--- src/rtl/dwc_pkg.sv ---
// Shared types and constants for the deque with cursor.
`default_nettype none
package dwc_pkg;

	localparam int FUNC_W  = 4;
	localparam int VALUE_W = 32;
	localparam int STAT_W  = 2;
	localparam int LEN_W   = 5;

	typedef enum logic [FUNC_W-1:0] {
		CMD_PUSH_FRONT = 4'd0,
		CMD_PUSH_BACK  = 4'd1,
		CMD_POP_FRONT  = 4'd2,
		CMD_POP_BACK   = 4'd3,
		CMD_START      = 4'd4,
		CMD_END        = 4'd5,
		CMD_NEXT       = 4'd6,
		CMD_PREV       = 4'd7,
		CMD_READ       = 4'd8,
		CMD_CLEAR      = 4'd9
	} cmd_t;

	typedef enum logic [STAT_W-1:0] {
		STAT_OK    = 2'd0,
		STAT_FULL  = 2'd1,
		STAT_EMPTY = 2'd2,
		STAT_END   = 2'd3
	} stat_t;

	typedef enum logic [1:0] {
		ST_IDLE,
		ST_EXEC,
		ST_LOAD
	} state_t;

	typedef struct packed {
		logic capture;
		logic exec;
		logic load;
	} ctrl_t;

endpackage
`default_nettype wire

--- src/rtl/dwc_if.sv ---
// Request and response channel interfaces of the deque with cursor.
`default_nettype none
interface dwc_req_if;
	logic                       valid;
	logic                       ready;
	logic [dwc_pkg::FUNC_W-1:0]  func;
	logic [dwc_pkg::VALUE_W-1:0] value_in;

	modport source (output valid, output func, output value_in, input ready);
	modport sink   (input valid, input func, input value_in, output ready);
endinterface

interface dwc_rsp_if;
	logic                       valid;
	logic                       ready;
	logic [dwc_pkg::STAT_W-1:0]  status;
	logic [dwc_pkg::VALUE_W-1:0] value_out;
	logic [dwc_pkg::LEN_W-1:0]   length;

	modport source (output valid, output status, output value_out, output length, input ready);
	modport sink   (input valid, input status, input value_out, input length, output ready);
endinterface
`default_nettype wire

--- src/rtl/deque_with_cursor_unit.sv ---
// Top level of the bounded double-ended queue with a cursor.
`default_nettype none
// A bounded double-ended queue of DEPTH words kept as a ring in a single-port
// store, with one cursor that walks the stored entries. Every request returns
// exactly one response of status, value and length. A request goes through
// these steps from acceptance until its response is loaded into the output
// register: it is captured, then the pointers are updated and the store is
// accessed, and then the registered store read reaches the output register.
// A new request is accepted only once the last one has been loaded into the
// output register; a response still waiting at the output does not block the
// next request, only the loading of its response. The store needs no clearing
// after reset, since only entries written by a push are ever read.
module deque_with_cursor_unit #(
	parameter int DEPTH      = 16,
	parameter int DATA_WIDTH = 32
) (
	input wire logic  clk,
	input wire logic  arst_n,
	dwc_req_if.sink   req,
	dwc_rsp_if.source rsp
);

	dwc_pkg::ctrl_t ctrl;

	dwc_ctrl u_ctrl (
		.clk       (clk),
		.arst_n    (arst_n),
		.req_valid (req.valid),
		.req_ready (req.ready),
		.rsp_valid (rsp.valid),
		.rsp_ready (rsp.ready),
		.ctrl      (ctrl)
	);

	dwc_datapath #(
		.DEPTH      (DEPTH),
		.DATA_WIDTH (DATA_WIDTH)
	) u_datapath (
		.clk       (clk),
		.arst_n    (arst_n),
		.ctrl      (ctrl),
		.func      (req.func),
		.value_in  (req.value_in),
		.status    (rsp.status),
		.value_out (rsp.value_out),
		.length    (rsp.length)
	);

endmodule
`default_nettype wire

--- src/rtl/dwc_ctrl.sv ---
// Sequencing state machine of the deque with cursor.
`default_nettype none
module dwc_ctrl (
	input  wire logic           clk,
	input  wire logic           arst_n,
	input  wire logic           req_valid,
	output logic                req_ready,
	output logic                rsp_valid,
	input  wire logic           rsp_ready,
	output dwc_pkg::ctrl_t      ctrl
);

	dwc_pkg::state_t state_q;
	dwc_pkg::state_t state_n;
	logic            out_valid_q;
	logic            out_free;

	assign out_free = !out_valid_q || rsp_ready;

	always_comb begin
		state_n = state_q;
		unique case (state_q)
			dwc_pkg::ST_IDLE: begin
				if (req_valid) state_n = dwc_pkg::ST_EXEC;
			end
			dwc_pkg::ST_EXEC: begin
				state_n = dwc_pkg::ST_LOAD;
			end
			dwc_pkg::ST_LOAD: begin
				if (out_free) state_n = dwc_pkg::ST_IDLE;
			end
			default: begin
				state_n = dwc_pkg::ST_IDLE;
			end
		endcase
	end

	always_comb begin
		req_ready    = 1'b0;
		ctrl.capture = 1'b0;
		ctrl.exec    = 1'b0;
		ctrl.load    = 1'b0;
		unique case (state_q)
			dwc_pkg::ST_IDLE: begin
				req_ready    = 1'b1;
				ctrl.capture = req_valid;
			end
			dwc_pkg::ST_EXEC: begin
				ctrl.exec = 1'b1;
			end
			dwc_pkg::ST_LOAD: begin
				ctrl.load = out_free;
			end
			default: begin
				req_ready = 1'b0;
			end
		endcase
	end

	always_ff @(posedge clk or negedge arst_n) begin
		if (!arst_n) begin
			state_q     <= dwc_pkg::ST_IDLE;
			out_valid_q <= 1'b0;
		end else begin
			state_q <= state_n;
			if (ctrl.load) begin
				out_valid_q <= 1'b1;
			end else if (rsp_ready) begin
				out_valid_q <= 1'b0;
			end
		end
	end

	assign rsp_valid = out_valid_q;

endmodule
`default_nettype wire

--- src/rtl/dwc_datapath.sv ---
// Ring store, pointers, cursor and result register of the deque with cursor.
`default_nettype none
module dwc_datapath #(
	parameter int DEPTH      = 16,
	parameter int DATA_WIDTH = 32
) (
	input  wire logic                        clk,
	input  wire logic                        arst_n,
	input  wire dwc_pkg::ctrl_t              ctrl,
	input  wire logic [dwc_pkg::FUNC_W-1:0]  func,
	input  wire logic [dwc_pkg::VALUE_W-1:0] value_in,
	output logic [dwc_pkg::STAT_W-1:0]       status,
	output logic [dwc_pkg::VALUE_W-1:0]      value_out,
	output logic [dwc_pkg::LEN_W-1:0]        length
);

	localparam int AW = $clog2(DEPTH);
	localparam int CW = $clog2(DEPTH + 1);
	localparam int SW = CW + 1;
	localparam logic [AW-1:0] LAST    = AW'(DEPTH - 1);
	localparam logic [CW-1:0] DEPTH_C = CW'(DEPTH);
	localparam logic [SW-1:0] DEPTH_S = SW'(DEPTH);

	logic [DATA_WIDTH-1:0] mem [DEPTH];

	dwc_pkg::cmd_t               func_q;
	logic [dwc_pkg::VALUE_W-1:0] data_q;

	logic [AW-1:0] head_q;
	logic [CW-1:0] count_q;
	logic [AW-1:0] cur_q;
	logic          cv_q;

	logic [AW-1:0] head_n;
	logic [CW-1:0] count_n;
	logic [AW-1:0] cur_n;
	logic          cv_n;

	logic            full;
	logic            empty;
	logic [AW-1:0]   head_inc;
	logic [AW-1:0]   head_dec;
	logic [AW-1:0]   cur_inc;
	logic [AW-1:0]   cur_dec;
	logic [SW-1:0]   tail_sum;
	logic [SW-1:0]   push_sum;
	logic [AW-1:0]   tail;
	logic [AW-1:0]   push_slot;
	logic            cursor_cmd;

	dwc_pkg::stat_t  stat_n;
	logic [AW-1:0]   rd_addr;
	logic            use_rd;
	logic            wr_en;
	logic [AW-1:0]   wr_addr;
	logic [63:0]     win;
	logic [DATA_WIDTH-1:0] wdata;

	logic [DATA_WIDTH-1:0] rdata_q;
	dwc_pkg::stat_t        stat_q;
	logic                  use_rd_q;
	logic [63:0]           rwide;
	logic [15:0]           len_wide;

	logic [dwc_pkg::STAT_W-1:0]  out_status_q;
	logic [dwc_pkg::VALUE_W-1:0] out_value_q;
	logic [dwc_pkg::LEN_W-1:0]   out_length_q;

	assign full  = (count_q == DEPTH_C);
	assign empty = (count_q == '0);

	assign head_inc = (head_q == LAST) ? '0 : head_q + AW'(1);
	assign head_dec = (head_q == '0) ? LAST : head_q - AW'(1);
	assign cur_inc  = (cur_q == LAST) ? '0 : cur_q + AW'(1);
	assign cur_dec  = (cur_q == '0) ? LAST : cur_q - AW'(1);

	// The tail is only used while the ring holds at least one entry.
	assign tail_sum  = SW'(head_q) + SW'(count_q) - SW'(1);
	assign push_sum  = SW'(head_q) + SW'(count_q);
	assign tail      = (tail_sum >= DEPTH_S) ? AW'(tail_sum - DEPTH_S) : AW'(tail_sum);
	assign push_slot = (push_sum >= DEPTH_S) ? AW'(push_sum - DEPTH_S) : AW'(push_sum);

	assign cursor_cmd = func_q inside {dwc_pkg::CMD_START, dwc_pkg::CMD_END,
		dwc_pkg::CMD_NEXT, dwc_pkg::CMD_PREV, dwc_pkg::CMD_READ};

	assign win   = 64'(data_q);
	assign wdata = win[DATA_WIDTH-1:0];

	always_comb begin
		head_n  = head_q;
		count_n = count_q;
		cur_n   = cur_q;
		cv_n    = cv_q;
		stat_n  = dwc_pkg::STAT_OK;
		rd_addr = head_q;
		use_rd  = 1'b0;
		wr_en   = 1'b0;
		wr_addr = head_dec;
		unique case (func_q)
			dwc_pkg::CMD_PUSH_FRONT: begin
				if (full) begin
					stat_n = dwc_pkg::STAT_FULL;
				end else begin
					head_n  = head_dec;
					wr_en   = 1'b1;
					wr_addr = head_dec;
					count_n = count_q + CW'(1);
				end
			end
			dwc_pkg::CMD_PUSH_BACK: begin
				if (full) begin
					stat_n = dwc_pkg::STAT_FULL;
				end else begin
					wr_en   = 1'b1;
					wr_addr = push_slot;
					count_n = count_q + CW'(1);
				end
			end
			dwc_pkg::CMD_POP_FRONT: begin
				if (empty) begin
					stat_n = dwc_pkg::STAT_EMPTY;
				end else begin
					rd_addr = head_q;
					use_rd  = 1'b1;
					if (cv_q && cur_q == head_q) cv_n = 1'b0;
					head_n  = head_inc;
					count_n = count_q - CW'(1);
				end
			end
			dwc_pkg::CMD_POP_BACK: begin
				if (empty) begin
					stat_n = dwc_pkg::STAT_EMPTY;
				end else begin
					rd_addr = tail;
					use_rd  = 1'b1;
					if (cv_q && cur_q == tail) cv_n = 1'b0;
					count_n = count_q - CW'(1);
				end
			end
			dwc_pkg::CMD_START: begin
				if (empty) begin
					cv_n = 1'b0;
				end else begin
					cur_n = head_q;
					cv_n  = 1'b1;
				end
			end
			dwc_pkg::CMD_END: begin
				if (empty) begin
					cv_n = 1'b0;
				end else begin
					cur_n = tail;
					cv_n  = 1'b1;
				end
			end
			dwc_pkg::CMD_NEXT: begin
				if (cv_q) begin
					if (empty || cur_q == tail) cv_n = 1'b0;
					else cur_n = cur_inc;
				end
			end
			dwc_pkg::CMD_PREV: begin
				if (cv_q) begin
					if (empty || cur_q == head_q) cv_n = 1'b0;
					else cur_n = cur_dec;
				end
			end
			dwc_pkg::CMD_READ: begin
				cv_n = cv_q;
			end
			dwc_pkg::CMD_CLEAR: begin
				head_n  = '0;
				count_n = '0;
				cur_n   = '0;
				cv_n    = 1'b0;
			end
			default: begin
				stat_n = dwc_pkg::STAT_OK;
			end
		endcase

		// Cursor commands report the entry the cursor lands on.
		if (cursor_cmd) begin
			if (cv_n) begin
				rd_addr = cur_n;
				use_rd  = 1'b1;
			end else begin
				stat_n = dwc_pkg::STAT_END;
			end
		end
	end

	always_ff @(posedge clk) begin
		if (ctrl.capture) begin
			func_q <= dwc_pkg::cmd_t'(func);
			data_q <= value_in;
		end
	end

	// A request either writes or reads the store, never both.
	always_ff @(posedge clk) begin
		if (ctrl.exec && wr_en) begin
			mem[wr_addr] <= wdata;
		end
		if (ctrl.exec && use_rd) begin
			rdata_q <= mem[rd_addr];
		end
	end

	always_ff @(posedge clk or negedge arst_n) begin
		if (!arst_n) begin
			head_q  <= '0;
			count_q <= '0;
			cur_q   <= '0;
			cv_q    <= 1'b0;
		end else if (ctrl.exec) begin
			head_q  <= head_n;
			count_q <= count_n;
			cur_q   <= cur_n;
			cv_q    <= cv_n;
		end
	end

	always_ff @(posedge clk) begin
		if (ctrl.exec) begin
			stat_q   <= stat_n;
			use_rd_q <= use_rd;
		end
	end

	assign rwide    = 64'(rdata_q);
	assign len_wide = 16'(count_q);

	always_ff @(posedge clk) begin
		if (ctrl.load) begin
			out_status_q <= stat_q;
			out_value_q  <= use_rd_q ? rwide[dwc_pkg::VALUE_W-1:0] : '0;
			out_length_q <= len_wide[dwc_pkg::LEN_W-1:0];
		end
	end

	assign status    = out_status_q;
	assign value_out = out_value_q;
	assign length    = out_length_q;

endmodule
`default_nettype wire

--- src/flat_wrapper.sv ---
// flat-port wrapper written by rule: the top's interface ports become plain ports
module deque_with_cursor_unit_flat 
#(
	parameter int DEPTH      = 16,
	parameter int DATA_WIDTH = 32
)
  (clk, arst_n, req_valid, req_func, req_value_in, req_ready, rsp_valid, rsp_status, rsp_value_out, rsp_length, rsp_ready);
  dwc_req_if req_i ();
  dwc_rsp_if rsp_i ();
  input wire logic clk;
  input wire logic arst_n;
  input wire logic [$bits(req_i.valid)-1:0] req_valid;
  input wire logic [$bits(req_i.func)-1:0] req_func;
  input wire logic [$bits(req_i.value_in)-1:0] req_value_in;
  output wire logic [$bits(req_i.ready)-1:0] req_ready;
  output wire logic [$bits(rsp_i.valid)-1:0] rsp_valid;
  output wire logic [$bits(rsp_i.status)-1:0] rsp_status;
  output wire logic [$bits(rsp_i.value_out)-1:0] rsp_value_out;
  output wire logic [$bits(rsp_i.length)-1:0] rsp_length;
  input wire logic [$bits(rsp_i.ready)-1:0] rsp_ready;
  assign req_i.valid = req_valid;
  assign req_i.func = req_func;
  assign req_i.value_in = req_value_in;
  assign req_ready = req_i.ready;
  assign rsp_valid = rsp_i.valid;
  assign rsp_status = rsp_i.status;
  assign rsp_value_out = rsp_i.value_out;
  assign rsp_length = rsp_i.length;
  assign rsp_i.ready = rsp_ready;
  deque_with_cursor_unit #(.DEPTH(DEPTH), .DATA_WIDTH(DATA_WIDTH)) u_core (.clk(clk), .arst_n(arst_n), .req(req_i), .rsp(rsp_i));
endmodule
--- config.mk ---
export PLATFORM = sky130hd
export DESIGN_NAME = deque_with_cursor_unit_flat
export DESIGN_NICKNAME = d
export VERILOG_FILES = /design/src/rtl/dwc_pkg.sv /design/src/rtl/dwc_if.sv /design/src/rtl/deque_with_cursor_unit.sv /design/src/rtl/dwc_ctrl.sv /design/src/rtl/dwc_datapath.sv /design/src/flat_wrapper.sv
export SDC_FILE = /design/constraint.sdc
export NUM_CORES = 1
export LEC_CHECK = 0
export BUFFER_PORTS_ARGS = -buffer_cell sky130_fd_sc_hd__buf_2
export CAP_MARGIN = 20
export CORE_MARGIN = 5
export CORE_UTILIZATION = 45
export CTS_CLUSTER_DIAMETER = 100
export DETAILED_ROUTE_END_ITERATION = 8
export HOLD_SLACK_MARGIN = 0.15
export PLACE_DENSITY = 0.68
export SYNTH_ARGS = -nofsm -noshare
export SYNTH_HDL_FRONTEND = slang
export SYNTH_SLANG_ARGS = --single-unit
--- constraint.sdc ---
create_clock -name clk -period 6.02 [get_ports clk]
set_input_delay 1.204 -clock clk [delete_from_list [all_inputs] [get_ports clk]]
set_output_delay 1.204 -clock clk [all_outputs]
set_load 0.01 [all_outputs]
==> results of run 1 <==
state kept, by name (all words and copies together) (netlist names), 4 cells and up:
name and count:
u_core.u_datapath.count_q 5, u_core.u_datapath.value_out 32, u_core.u_datapath.head_q 4, u_core.u_datapath.data_q 32, u_core.u_datapath.length 5, u_core.u_datapath.func_q 4, u_core.u_datapath.cur_q 4, u_core.u_datapath.mem 512
u_core.u_datapath.rdata_q 32
logic make-up (layout without fill, tap and decap cells):
logic type      Yosys count  in the layout  synth area share
compound gates          302            302            0.0862
xor+xnor                 16             16           0.00599
fa+ha+maj                14             14           0.00741
buf+inv                 120            261            0.0227
flops                   639            639             0.744
mux                      75             75            0.0311
other cells               0              1                 0
simple gates            599            599             0.103
layout by cell type, fill, tap and decap left out, types with 6 or more instances in the layout:
cell / n
edfxtp_1: 622
nor2_1: 186
inv_1: 15
a2111oi_2: 9
and2_1: 35
o21ai_0: 44
buf_2: 80
clkbuf_1: 10
clkbuf_16: 68
bufinv_16: 8
o211a_1: 17
mux2_2: 38
a31oi_1: 7
buf_4: 38
nand2b_1: 6
dfrtp_1: 17
a2111oi_1: 6
o22ai_2: 9
nand2_1: 222
nor2_4: 8
xor2_1: 10
a21oi_1: 55
mux2i_1: 36
and3_1: 7
o22ai_1: 60
ha_1: 12
a32oi_1: 15
or3_1: 6
and2_2: 10
o221ai_1: 17
nor2_2: 10
clkinv_1: 16
o2bb2ai_1: 18
clkinv_2: 7
nand3_1: 25
nor3_1: 53
cell type report:
cell class	instances	area [µm²]	area share
Sequential cell	639	19100	0.652
Antenna cell	1	2.50	0.0000854
Inverter	17	63.8	0.00218
Clock inverter	41	488	0.0167
Clock buffer	79	1750	0.0598
Timing Repair Buffer	124	813	0.0278
Tap cell	756	946	0.0323
Multi-Input combinational cell	1006	6120	0.209
routing by layer:
layer	GRT usage	vias up
met5	0	-
li1	-	6840
met1	0.271	7750
met2	0.322	610
met4	0.0650	0
met3	0.0336	101
worst max-delay path, delay by kind of cell, from the launching register on:
kind | cells | cell delay [ns]
simple gates | 3 | 0.45
mux | 2 | 0.66
compound gates | 5 | 1.46
buf+inv | 3 | 0.73
fa+ha+maj | 3 | 1.20
xor+xnor | 1 | 0.15
flops | 1 | 0.50
through the flow:
stage,total power (W),instance area [µm²]
floorplan,0.00883,25700
global placement,0.0100,27000
detailed placement,0.0101,27100
CTS,0.0143,29300
global route,0.0150,29300
finish,0.0142,29300
worst max path at each step:
| stage | start | to | slack (ns) | cells past startpoint |
|---|---|---|---|---|
| 6_report | u_core.u_datapath.head_q[0]$_DFFE_PN0P_ | u_core.u_datapath.rdata_q[31]$_DFFE_PP_ | 0.71 | 17 |
| 2_1_floorplan | u_core.u_datapath.count_q[0]$_DFFE_PN0P_ | u_core.u_datapath.rdata_q[0]$_DFFE_PP_ | 1.49 | 8 |
| 3_5_place_dp | u_core.u_datapath.head_q[0]$_DFFE_PN0P_ | u_core.u_datapath.rdata_q[25]$_DFFE_PP_ | 0.83 | 17 |
| 4_1_cts | u_core.u_datapath.head_q[0]$_DFFE_PN0P_ | u_core.u_datapath.rdata_q[31]$_DFFE_PP_ | 0.76 | 17 |
| 5_1_grt | u_core.u_datapath.head_q[0]$_DFFE_PN0P_ | u_core.u_datapath.rdata_q[27]$_DFFE_PP_ | 0.40 | 16 |
| 3_3_place_gp | u_core.u_datapath.head_q[0]$_DFFE_PN0P_ | u_core.u_datapath.rdata_q[6]$_DFFE_PP_ | 0.81 | 16 |
where the power goes:
part           total [W]  internal (W)  switching, W
clock network    0.00417       0.00245       0.00172
logic            0.00446       0.00159       0.00286
registers        0.00562       0.00533      0.000292
==> impl_metrics.toml, run 1 <==
[status]
status = "finished, final reports clean"

[synthesis]
synthTopCellsByCount = "edfxtp_1, nand2_1, nor2_1, o22ai_1, a21oi_1"
synthMostInstantiatedCell = "edfxtp_1"
yosysSeqAreaShare = 0.744
synthFlopType = "edfxtp_1"
synth-edff-count = 622
avgSynthCellArea_um2 = 14.5
synth_fp_nets = 1819
syn_area_um2 = 25700
yosysWarnings = 0
ys_seq_elements = 639
post-synth-top-area-cell = "edfxtp_1"
syn_inst = 1765
synth_cell_types = 80
synth_area_leaders = "edfxtp_1, nand2_1, nor2_1, mux2_2, dfrtp_1"
synth_top_area_frac = 0.727
async_flop_share = 0.0266

[clock_tree]
cts_resized = 0
cts-hold-fix-buffers = 0
numCtsBuffers = 67
cts_tree = "done"
cts.clk_slew.worst_paths_ns = 0.06
clk_latency_ns = 0.61
numClockSinks = 639
clk_path_buf_depth = 3
cts_setup_buffers = 0
cts_max_level = 3
ctsRootBufferMaster = "clkbuf_16"

[worst_setup_path]
start_kind = "flip-flop"
crit_slowest_cell = "fa_1"
endpoint_kind = "flip-flop"
setup.reg_to_reg.worst_slack_ns = 0.71
reg2reg_depth = 17
worst-path-max-fanout = 33
r2r_start = "u_core.u_datapath.head_q[0]$_DFFE_PN0P_"
arrival_ns = 5.78
slowest_delay_ns = 0.58
cp.required_ns = 6.49
regToRegEndpoint = "u_core.u_datapath.rdata_q[31]$_DFFE_PP_"
path_cells = "ha_1 > fa_1 > inv_1 > ha_1 > xor2_1 > nand2_1 > nor2_1 > a31oi_2 > o21bai_2 > mux2_2 > nand2_2 > buf_4 > buf_4 > mux2_2 > o22ai_1 > a2111oi_0 > o211a_1"
criticalPathCategory = "reg -> reg"

[timing]
timing.slew.headroom = 0.226
fin_skew_ns = 0.0188
fmax_mhz = 188
fin_crit_ns = 5.31
drv_slew = 0
setup_tns_ns = 0
tightest_slew_ns = 1.16
timing.final.crit_share = 0.882
setup_violations = 0
rsz0062_at_grt = "false"
hold_viol = 0
setup_slack_ns = 0.712
fin_hold_ws_ns = 0.428

[global_route]
grt_pass1_vias = 15200
grt_antenna_before_repair = 1
gr-total-overflow = 0
grt_pass1_wl_mm = 93.8
grt_max_degree = 131
grt_usage = 0.197

[place]
place_congestion = 0.849
hpwl_mm = 34.9
dp_slack_ns = 0.827
dpl.cell_count = 2542
port-buffer-count = 80

[floorplan]
dieWidth_um = 249
start_util = 0.454
row_count = 87
io_pins = 81
die_area_um2 = 61900
die_h_um = 249
core_um2 = 56500

[routing]
wl_met2_mm = 30.2
vias = 15300
drcViolationCount = 0
first_pass_iters = 5
top_layer = "met4"
vias_per_cell = 5.75
routed-wl-met3_mm = 4.26
wirelength_met1_mm = 26.2
ant_nets = 0
drt_first_iter_violations = 1785
wl_mm = 62.2
wl_per_cell_um = 23.4

[cells_and_area]
fin_cells = 2663
fillCellCount = 4556
fin_nets = 1909
syn_to_final_growth_pct = 14.1
final_util = 0.519
drive_gt1_frac = 0.170

[min_path]
hold_class = "reg -> reg"
min_to = "u_core.u_datapath.status[0]$_DFFE_PP_"
min_path_cells = 0
min_from = "u_core.u_datapath.stat_q[0]$_DFFE_PN_"

[pwr]
power.leakage_nw = 9.95
peakVddDrop_mv = 0.450
powerDensity_nw_per_um2 = 486

[flow_run]
drv_cap = 0
(Power assumes the default switching activity.)
==> run 2, diff against run 1 <==
--- a/config.mk
+++ b/config.mk
@@ -8,11 +8,11 @@
 export BUFFER_PORTS_ARGS = -buffer_cell sky130_fd_sc_hd__buf_2
 export CAP_MARGIN = 20
 export CORE_MARGIN = 5
-export CORE_UTILIZATION = 45
+export CORE_UTILIZATION = 35
 export CTS_CLUSTER_DIAMETER = 100
 export DETAILED_ROUTE_END_ITERATION = 8
 export HOLD_SLACK_MARGIN = 0.15
-export PLACE_DENSITY = 0.68
+export PLACE_DENSITY = 0.57
 export SYNTH_ARGS = -nofsm -noshare
 export SYNTH_HDL_FRONTEND = slang
 export SYNTH_SLANG_ARGS = --single-unit
==> impl_metrics.toml, run 2 (same netlist as run 1, synthesis figures left out) <==
[place]
place_congestion = 0.812
dp_slack_ns = 0.750
port-buffer-count = 80
place_area_um2 = 27200
hpwl_mm = 37.7
dpl.cell_count = 2741

[global_route]
use_met3 = 0.0264
grtUsageMet1 = 0.225
gr-total-overflow = 0
top_usage_layer = "met2"
grt_usage = 0.162
grt_antenna_before_repair = 1
use_met2 = 0.266
grt_pass1_wl_mm = 96.9
grt_max_degree = 117
grt_pass1_vias = 15000

[timing]
setup_slack_ns = 0.704
timing.final.crit_share = 0.883
fmax_mhz = 188
setup_tns_ns = 0
timing.slew.headroom = 0.243
setup_violations = 0
fin_skew_ns = 0.0187
rsz0062_at_grt = "false"
fin_crit_ns = 5.32
tightest_slew_ns = 1.13
drv_slew = 0
hold_viol = 0

[pwr]
peakVddDrop_mv = 0.309
seq_power_share = 0.401
pwr-share-comb = 0.319
p_switching_w = 0.00492
powerDensity_nw_per_um2 = 478
power.leakage_nw = 9.86
p_int_w = 0.00911
swShare = 0.350
p_clk_frac = 0.280

[cells_and_area]
fin_nets = 1907
drive_gt1_frac = 0.167
final_cell_mix = "edfxtp_1, nand2_1, nor2_1"
fin_cells = 2860
final_util = 0.403
fillCellCount = 6643
num_antenna_cells = 0
finalInstanceArea_um2 = 29300
syn_to_final_growth_pct = 14.2
largest_reg_flops = 512
final_common_cell = "edfxtp_1"
top_register = "u_core.u_datapath.mem"

[worst_setup_path]
worst-path-max-fanout = 116
crit_slowest_cell = "a22o_4"
arrival_ns = 5.79
path_cells = "ha_1 > fa_1 > or4_1 > a211o_1 > a31oi_2 > o21bai_2 > a21oi_1 > a22o_4 > buf_12 > mux2i_1 > a2111oi_1 > o211a_1"
slowest_delay_ns = 0.63
setup.reg_to_reg.worst_slack_ns = 0.70
criticalPathCategory = "reg -> reg"
endpoint_kind = "flip-flop"
start_kind = "flip-flop"
cp.required_ns = 6.49

[routing]
drcViolationCount = 0
wl_per_cell_um = 22.7
wl_mm = 64.8
first_pass_iters = 5
ant_nets = 0
vias = 15000
drt_first_iter_violations = 1349
vias_per_cell = 5.23

[floorplan]
dieWidth_um = 281
die_h_um = 281
start_util = 0.353
core_um2 = 72800
row_count = 99
io_pins = 81
die_area_um2 = 78900

[clock_tree]
cts_setup_buffers = 0
cts_tree = "done"
numCtsBuffers = 69
cts_resized = 0
clk_latency_ns = 0.61
ctsRootBufferMaster = "clkbuf_16"
cts-hold-fix-buffers = 0
cts_max_level = 3
numClockSinks = 639
cts.clk_slew.worst_paths_ns = 0.06
clk_path_buf_depth = 3

[status]
status = "finished, final reports clean"

[min_path]
hold_class = "reg -> reg"

[flow_run]
drv_cap = 0
## run 2: final timing paths
path,cells past startpoint,from,end
worst max-delay path,12,u_core.u_datapath.head_q[0]$_DFFE_PN0P_,u_core.u_datapath.rdata_q[11]$_DFFE_PP_
worst min-delay path,0,u_core.u_datapath.stat_q[1]$_DFFE_PN_,u_core.u_datapath.status[1]$_DFFE_PP_
min in group asynchronous,1,arst_n,u_core.u_datapath.count_q[2]$_DFFE_PN0P_
worst max register to register,12,u_core.u_datapath.head_q[0]$_DFFE_PN0P_,u_core.u_datapath.rdata_q[11]$_DFFE_PP_
max in group asynchronous,1,arst_n,u_core.u_ctrl.state_q[1]$_DFFE_PN0P_
worst min register to register,0,u_core.u_datapath.stat_q[1]$_DFFE_PN_,u_core.u_datapath.status[1]$_DFFE_PP_
## run 2: worst max-delay path: cells and delay by family (launching register included)
family / cells / cell delay (ns)
AND/OR/NAND/NOR: 1 / 0.58
multiplexers: 1 / 0.15
AO/OA/AOI/OAI: 7 / 2.53
buffers and inverters: 1 / 0.49
flip-flops: 1 / 0.50
adder cells (fa/ha/maj): 2 / 0.80
## run 2: metal layers
| metal | part of all wire | vias up | wire [µm] |
|---|---|---|---|
| li1 | - | 6850 | - |
| met1 | 0.44 | 7544 | 28600 |
| met2 | 0.48 | 497 | 31200 |
| met3 | 0.058 | 74 | 3740 |
| met4 | 0.019 | 0 | 1240 |
| met5 | 0 | - | 0 |
## run 2: power by group through the flow
stage / Sequential (W) / Clock (W) / Combinational [W]
after floorplan: 0.00558 / 0 / 0.00325
after global placement: 0.00571 / 0 / 0.00443
after detailed placement: 0.00572 / 0 / 0.00448
after CTS: 0.00563 / 0.00402 / 0.00450
after global routing: 0.00566 / 0.00422 / 0.00491
final: 0.00562 / 0.00393 / 0.00448
## run 2: final cells by class
cell class / count / area, µm² / share of cell area
well taps: 959 / 1200 / 0.0409
clock inverters: 37 / 272 / 0.00926
repair buffers: 120 / 751 / 0.0256
multi-input cells: 1006 / 6130 / 0.209
flip-flops and latches: 639 / 19100 / 0.651
inverters: 17 / 63.8 / 0.00218
clock buffers: 82 / 1820 / 0.0620
## run 2: per-stage QoR
| step | hold WS, ns | total power [W] |
|---|---|---|
| 6_report | 0.425 | 0.0140 |
| 5_1_grt | 0.435 | 0.0148 |
| 4_1_cts | 0.429 | 0.0141 |
| 3_5_place_dp | 0.416 | 0.0102 |
| 3_3_place_gp | 0.408 | 0.0101 |
| 2_1_floorplan | 0.400 | 0.00883 |
